## config.mk

```make
export PLATFORM = sky130hd
export DESIGN_NAME = ffba_ctrl
export DESIGN_NICKNAME = d
export VERILOG_FILES = /design/src/hw/rtl/ffba_pkg.sv /design/src/hw/rtl/ffba_ctrl.sv
export SDC_FILE = /design/constraint.sdc
export NUM_CORES = 1
export LEC_CHECK = 0
export BUFFER_PORTS_ARGS = -buffer_cell sky130_fd_sc_hd__buf_4
export CORE_AREA = 2 2 39 41
export CTS_CLUSTER_DIAMETER = 120
export DETAILED_ROUTE_END_ITERATION = 7
export DIE_AREA = 0 0 41 43
export PLACE_DENSITY = 0.74
export SETUP_SLACK_MARGIN = 0.05
export SLEW_MARGIN = 25
export SYNTH_ARGS = -nofsm -noshare
export SYNTH_HDL_FRONTEND = slang
export SYNTH_SLANG_ARGS = --single-unit
```

## constraint.sdc

```tcl
create_clock -name clk_i -period 2.3 [get_ports clk_i]
set_clock_uncertainty 0.15 [all_clocks]
set_input_delay 0.115 -clock clk_i [delete_from_list [all_inputs] [get_ports clk_i]]
set_output_delay 0.115 -clock clk_i [all_outputs]
set_load 0.02 [all_outputs]
```

## src/hw/rtl/ffba_pkg.sv

```systemverilog
// Shared types and constants for the first-fit block allocator.
package ffba_pkg;

  localparam int unsigned HeapBytesDef  = 4096;
  localparam int unsigned AlignBytesDef = 16;

  localparam int unsigned SizeW   = 13;   // size_bytes field
  localparam int unsigned OffW    = 12;   // payload_offset field
  localparam int unsigned CfgW    = 9;    // min_split_bytes register
  localparam int unsigned InDataW = 16;
  localparam int unsigned OutDataW = 16;

  localparam logic [CfgW-1:0] MinSplitRst = CfgW'(32);
  localparam logic [CfgW-1:0] MinBlock    = CfgW'(16);

  // Heap layout constants in bytes
  localparam int unsigned PrologueOff = 0;
  localparam int unsigned TagBytes    = 8;
  localparam int unsigned FirstBlock  = 16;
  localparam int unsigned TagOverhead = 16;
  localparam int unsigned FmtReserve  = 24;
  localparam int unsigned FmtMinSize  = 40;
  localparam int unsigned PrologueTag = 17;  // 16 bytes, allocated
  localparam int unsigned EpilogueTag = 1;   // zero size, allocated

  typedef enum logic {
    CMD_FORMAT = 1'b0,
    CMD_ALLOC  = 1'b1
  } ffba_cmd_e;

  typedef enum logic [4:0] {
    ST_IDLE,
    ST_DECODE,
    ST_FMT_W0,
    ST_FMT_W1,
    ST_FMT_W2,
    ST_FMT_W3,
    ST_FMT_W4,
    ST_RD,
    ST_WAIT,
    ST_CHECK,
    ST_SPL_W0,
    ST_SPL_W1,
    ST_SPL_W2,
    ST_SPL_W3,
    ST_WHL_W0,
    ST_WHL_W1,
    ST_DONE
  } ffba_state_e;

  typedef enum logic [3:0] {
    WR_NONE,
    WR_PRO_HDR,
    WR_PRO_FTR,
    WR_FREE_HDR,
    WR_FREE_FTR,
    WR_EPI,
    WR_SPL_HDR,
    WR_SPL_FTR,
    WR_REM_HDR,
    WR_REM_FTR,
    WR_WHL_HDR,
    WR_WHL_FTR
  } ffba_wsel_e;

  typedef struct packed {
    logic       load;
    logic       fmt_clear;
    logic       fmt_commit;
    logic       mem_rd;
    logic       latch_tag;
    logic       advance;
    ffba_wsel_e wsel;
    logic       res_set;
    logic       res_ok;
    logic       res_off;
  } ffba_ctl_t;

  typedef struct packed {
    logic is_alloc;
    logic fmt_good;
    logic formatted;
    logic walk_ok;
    logic tag_zero;
    logic fits;
    logic split;
  } ffba_stat_t;

endpackage

```

## src/hw/rtl/ffba_ctrl.sv

```systemverilog
// Controller: sequences format writes, the tag walk and the block update.
module ffba_ctrl (
  input  logic                 clk_i,
  input  logic                 rst_ni,
  input  logic                 s_valid_i,
  output logic                 s_ready_o,
  input  logic                 out_free_i,
  output logic                 push_o,
  input  ffba_pkg::ffba_stat_t stat_i,
  output ffba_pkg::ffba_ctl_t  ctl_o
);
  import ffba_pkg::*;

  ffba_state_e state_q, state_d;

  always_ff @(posedge clk_i or negedge rst_ni) begin
    if (!rst_ni) begin
      state_q <= ST_IDLE;
    end else begin
      state_q <= state_d;
    end
  end

  always_comb begin
    state_d   = state_q;
    s_ready_o = 1'b0;
    push_o    = 1'b0;
    ctl_o     = '0;
    ctl_o.wsel = WR_NONE;
    case (state_q)
      ST_IDLE: begin
        s_ready_o = 1'b1;
        if (s_valid_i) begin
          ctl_o.load = 1'b1;
          state_d    = ST_DECODE;
        end
      end
      ST_DECODE: begin
        if (!stat_i.is_alloc) begin
          ctl_o.fmt_clear = 1'b1;
          if (stat_i.fmt_good) begin
            state_d = ST_FMT_W0;
          end else begin
            ctl_o.res_set = 1'b1;
            state_d       = ST_DONE;
          end
        end else if (!stat_i.formatted) begin
          ctl_o.res_set = 1'b1;
          state_d       = ST_DONE;
        end else begin
          state_d = ST_RD;
        end
      end
      ST_FMT_W0: begin
        ctl_o.wsel = WR_PRO_HDR;
        state_d    = ST_FMT_W1;
      end
      ST_FMT_W1: begin
        ctl_o.wsel = WR_PRO_FTR;
        state_d    = ST_FMT_W2;
      end
      ST_FMT_W2: begin
        ctl_o.wsel = WR_FREE_HDR;
        state_d    = ST_FMT_W3;
      end
      ST_FMT_W3: begin
        ctl_o.wsel = WR_FREE_FTR;
        state_d    = ST_FMT_W4;
      end
      ST_FMT_W4: begin
        ctl_o.wsel       = WR_EPI;
        ctl_o.fmt_commit = 1'b1;
        ctl_o.res_set    = 1'b1;
        ctl_o.res_ok     = 1'b1;
        state_d          = ST_DONE;
      end
      ST_RD: begin
        if (stat_i.walk_ok) begin
          ctl_o.mem_rd = 1'b1;
          state_d      = ST_WAIT;
        end else begin
          ctl_o.res_set = 1'b1;
          state_d       = ST_DONE;
        end
      end
      ST_WAIT: begin
        // stop at the epilogue, take the first free fit, else hop to the next block
        if (stat_i.tag_zero) begin
          ctl_o.res_set = 1'b1;
          state_d       = ST_DONE;
        end else if (stat_i.fits) begin
          ctl_o.latch_tag = 1'b1;
          state_d         = ST_CHECK;
        end else begin
          ctl_o.advance = 1'b1;
          state_d       = ST_RD;
        end
      end
      ST_CHECK: begin
        state_d = stat_i.split ? ST_SPL_W0 : ST_WHL_W0;
      end
      ST_SPL_W0: begin
        ctl_o.wsel = WR_SPL_HDR;
        state_d    = ST_SPL_W1;
      end
      ST_SPL_W1: begin
        ctl_o.wsel = WR_SPL_FTR;
        state_d    = ST_SPL_W2;
      end
      ST_SPL_W2: begin
        ctl_o.wsel = WR_REM_HDR;
        state_d    = ST_SPL_W3;
      end
      ST_SPL_W3: begin
        ctl_o.wsel    = WR_REM_FTR;
        ctl_o.res_set = 1'b1;
        ctl_o.res_ok  = 1'b1;
        ctl_o.res_off = 1'b1;
        state_d       = ST_DONE;
      end
      ST_WHL_W0: begin
        ctl_o.wsel = WR_WHL_HDR;
        state_d    = ST_WHL_W1;
      end
      ST_WHL_W1: begin
        ctl_o.wsel    = WR_WHL_FTR;
        ctl_o.res_set = 1'b1;
        ctl_o.res_ok  = 1'b1;
        ctl_o.res_off = 1'b1;
        state_d       = ST_DONE;
      end
      ST_DONE: begin
        // hold until the output register can take the beat
        if (out_free_i) begin
          push_o  = 1'b1;
          state_d = ST_IDLE;
        end
      end
      default: state_d = ST_IDLE;
    endcase
  end

`ifndef SYNTHESIS
  a_accept_decode: assert property (@(posedge clk_i) disable iff (!rst_ni)
    s_valid_i && s_ready_o |=> state_q == ST_DECODE)
    else $error("accepted beat not decoded");
  a_push_idle: assert property (@(posedge clk_i) disable iff (!rst_ni)
    push_o |=> state_q == ST_IDLE && s_ready_o)
    else $error("controller not idle after result push");
  a_check_after_wait: assert property (@(posedge clk_i) disable iff (!rst_ni)
    state_q == ST_CHECK |-> $past(state_q) == ST_WAIT && $past(stat_i.fits))
    else $error("split check without a fitting block");
`endif

endmodule

```

# == Word level (Yosys, flattened, before mapping) ==
# Cells that the tools add are included.
# totals
ff_bits,5
wordCells,56
# op_classes
reduce_logical,4
mux,33
n_eq_ne,18
# op_table
operator,count
$pmux 5 s15,1
$pmux 4 s11,1
$eq 5x4->1 const B,8
$mux 5,7
$eq 5x3->1 const B,4
$mux 1,19
$eq 5x2->1 const B,2
$eq 5x1->1 const B,1
$eq 5x5->1 const B,1
$logic_not 5->1,1
$mux 2,2
$mux 4,1
$ne 2x2->1 const B,2
$pmux 1 s4,1
$mux 3,1
$reduce_or 3->1,1
$reduce_and 2->1,1
$reduce_or 2->1,1

# == Depth between registers and ports, before layout ==
# depth
depth_word,3
depth_mapped,5
ltp_nobuf,4

# == Worst setup path before layout ==
# Ideal clock, no wire load.
# synth_path
path_type,reg-to-output
start,register state_q[4]
end,output port ctl_o[9] (netlist bit)
path_stages_with_launch,4
arrival_time_ps,1491
setup_slack_ps,544
n_path_buf,2
cell_sequence,dfrtp_1 > buf_2 > buf_2 > nor4b_1
# synth_rtl
element,line,source
"start, declared",ffba_ctrl.sv:14,"ffba_state_e state_q, state_d;"
"start signal, assigned",ffba_ctrl.sv:20,state_q <= state_d;
"end, declared",ffba_ctrl.sv:10,output ffba_pkg::ffba_ctl_t ctl_o

==> metrics.txt <==
Avg Cell Area, Syn 7.004 um2; H-tree Lvls 1; Mapped Cells 82; most common cell after layout, fill and taps aside buf_4; Switching Share 49.04%; number of synthesized register bits 5; worst-margin pin slew 423.9 ps; Hold Path Class in -> reg; hpwl dp 1189 um; CTS tree built; final core utilization 58.77%; Power per Cell Area 1048 mW/mm2; pin count of the biggest net entering global routing 17; slowest cell delay on critical path 590 ps; placer congestion estimate 0.8227; crit start category flop; Crit Path Max Fanout 16; Max Cap Viol 0; Syn-to-layout area delta 41.61%; CP Capture Type output pin; Ports 26; clock latency on the worst-skew pair 240 ps; Bufs and invs on worst path 1; wire per inst 12.34 um; largest delay contributor family on the critical path simple AND/OR/NAND/NOR gates; unrepaired setup endpoints after global routing no; Largest regs state_q (5); mapped cell area 574.3 um2; max reg flops 5; Critical Path, Cell by Cell or4b_4 > and4bb_1 > or3_1 > buf_4; Crit Path Class reg -> out; Die Area 0.001763 mm2; highest clock rate 465.7 MHz; diode count 0; overall routed net length 1542 um; Via Count 677; row cnt 14; Seq pwr share 23.6%; Initial Utilization 41.50%; Worst path slowest cell or4b_4; initial antenna violation count 0; Die Wd 41 um; gr usage total 20.04%; Yosys Warn Count 0; Die Ht 43 um; PortBufs 25; drt initial violations 12; Residual DRC 0; LEAKAGE 0.3913 nW; final hold violation count 0; Final nets 121; share of cells above drive strength 1 33.03%; clock-pin slew on the worst setup and hold paths 40 ps; post-CTS setup buffer count 0; via/cell ratio 5.416; number of routed nets with antenna violations 0; worst rel slew slack 71.69%; clock sink count 5; Slew Viols, Final 0; TritonCTS Buffers 3; Overall Power 852.5 uW; grt ovf 0; Combinational Power Share 64.7%; outcome complete, no violations; Final Cycle Share 93.35%; Setup Viol. Count Final 0; DRT Pass-1 Iters 5; most frequent cells in the layout buf_4 (28), nor2b_1 (8), nand2_1 (8), nor2_1 (8), a21oi_1 (6); first-pass GRT wire length 2387 um; WP data required 2040 ps; Largest Register state_q; VDD IR-drop max 544.5 uV; Tmin final 2147 ps; Distinct cells, synth 28; sequential element share of the synthesized area 21.79%; setup TNS 0 ps; Core Region 0.001384 mm2; number of global-route vias before repair 579; syn nets 93; root buffer cell clkbuf_4; Longest Clk Path Bufs 2; Int Power 434.4 uW; crit path DAT 1880 ps; part of the power in the clock network 11.7%; Sw Pwr 418.0 uW
-- per-layer routing --
layer  track usage, %  share of wire (%)  vias to the layer above  routed length, um
met4            12.00                  0                        0                  0
met2            30.00                 50                       24                773
li1                 -                  -                      345                  -
met5                0                  0                        -                  0
met3                0                5.1                        0                 79
met1            27.72                 45                      308                689
-- power groups by stage --
stage	Combinational, mW	Clock, mW	Sequential [mW]
after floorplan	0.410	0	0.147
after global placement	0.548	0	0.194
after detailed placement	0.549	0	0.196
after CTS	0.556	0.105	0.195
after global routing	0.606	0.105	0.209
final	0.552	0.0999	0.201
-- area by class of cell --
| cell class | instances | area (um2) |
|---|---|---|
| Clock buffer | 4 | 26.28 |
| Fill cell | 145 | 570.5 |
| Inverter | 1 | 3.754 |
| Multi-Input combinational cell | 70 | 415.4 |
| Sequential cell | 5 | 127.6 |
| Tap cell | 16 | 20.02 |
| Timing Repair Buffer | 29 | 220.2 |
-- synthesized netlist by cell type (all sizes together) --
master | n | area (um2)
a211oi | 1 | 7.510
a21oi | 6 | 30.03
a31oi | 3 | 18.77
and2 | 2 | 12.51
and3 | 3 | 18.77
and4bb | 1 | 12.51
buf | 6 | 30.03
dfrtp | 5 | 125.1
inv | 1 | 3.750
nand2 | 8 | 30.03
nand2b | 3 | 18.77
nand3 | 2 | 10.01
nand3b | 1 | 7.510
nand4 | 1 | 6.260
nor2 | 8 | 30.03
nor2b | 8 | 50.05
nor3 | 4 | 30.03
nor4 | 2 | 12.51
nor4b | 2 | 17.52
nor4bb | 1 | 10.01
o21ai | 6 | 30.03
or2 | 2 | 12.51
or3 | 2 | 12.51
or4 | 2 | 15.01
or4b | 1 | 13.76
xor2 | 1 | 8.760
-- logic make-up (layout without fill, tap and decap cells) --
family | count (synthesis) | count (layout) | synth area share (%)
simple gates | 53 | 53 | 55.77
compound gates | 16 | 16 | 15.03
xor+xnor | 1 | 1 | 1.525
flops | 5 | 5 | 21.79
buf+inv | 7 | 34 | 5.882
-- repair_timing --
| action | 4_1_cts | 5_1_grt |
|---|---|---|
| hold endpoints to repair | 5 | 0 |
| gates resized for setup | 0 | 2 |
| hold buffers | 1 | 0 |
| setup endpoints to repair | 0 | 1 |
-- stage by stage --
| stage | hold WS [ps] | instance area (um2) | worst slack, ps | instances |
|---|---|---|---|---|
| 3_3_place_gp | -232.7 | 774.5 | 380.3 | 120 |
| 4_1_cts | 4.991 | 810.8 | 81.82 | 125 |
| 6_report | 4.644 | 813.3 | 152.9 | 125 |
| 2_1_floorplan | -330.6 | 574.3 | 543.5 | 82 |
| 3_5_place_dp | -230.8 | 774.5 | 356.6 | 120 |
| 5_1_grt | 25.27 | 813.3 | 73.27 | 125 |
-- worst reg2reg max path, stage by stage (launching register included) --
cell	delay, ps
dfrtp_2	490
or4b_4	590
nor3_2	210
a21oi_1	80
nor3_2	160
-- worst paths after layout --
check / from / end / slack (ps) / cells past startpoint
worst max-delay path: state_q[3] / ctl_o[2] / 150 / 4
worst min-delay path: s_valid_i / state_q[0] / 5 / 3
worst max register to register: state_q[3] / state_q[0] / 530 / 4
worst min register to register: state_q[4] / state_q[0] / 520 / 1
max in group asynchronous: rst_ni / state_q[2] / 1820 / 2
min in group asynchronous: rst_ni / state_q[3] / 60 / 2
Note: power is estimated with default switching activity, not from simulation.
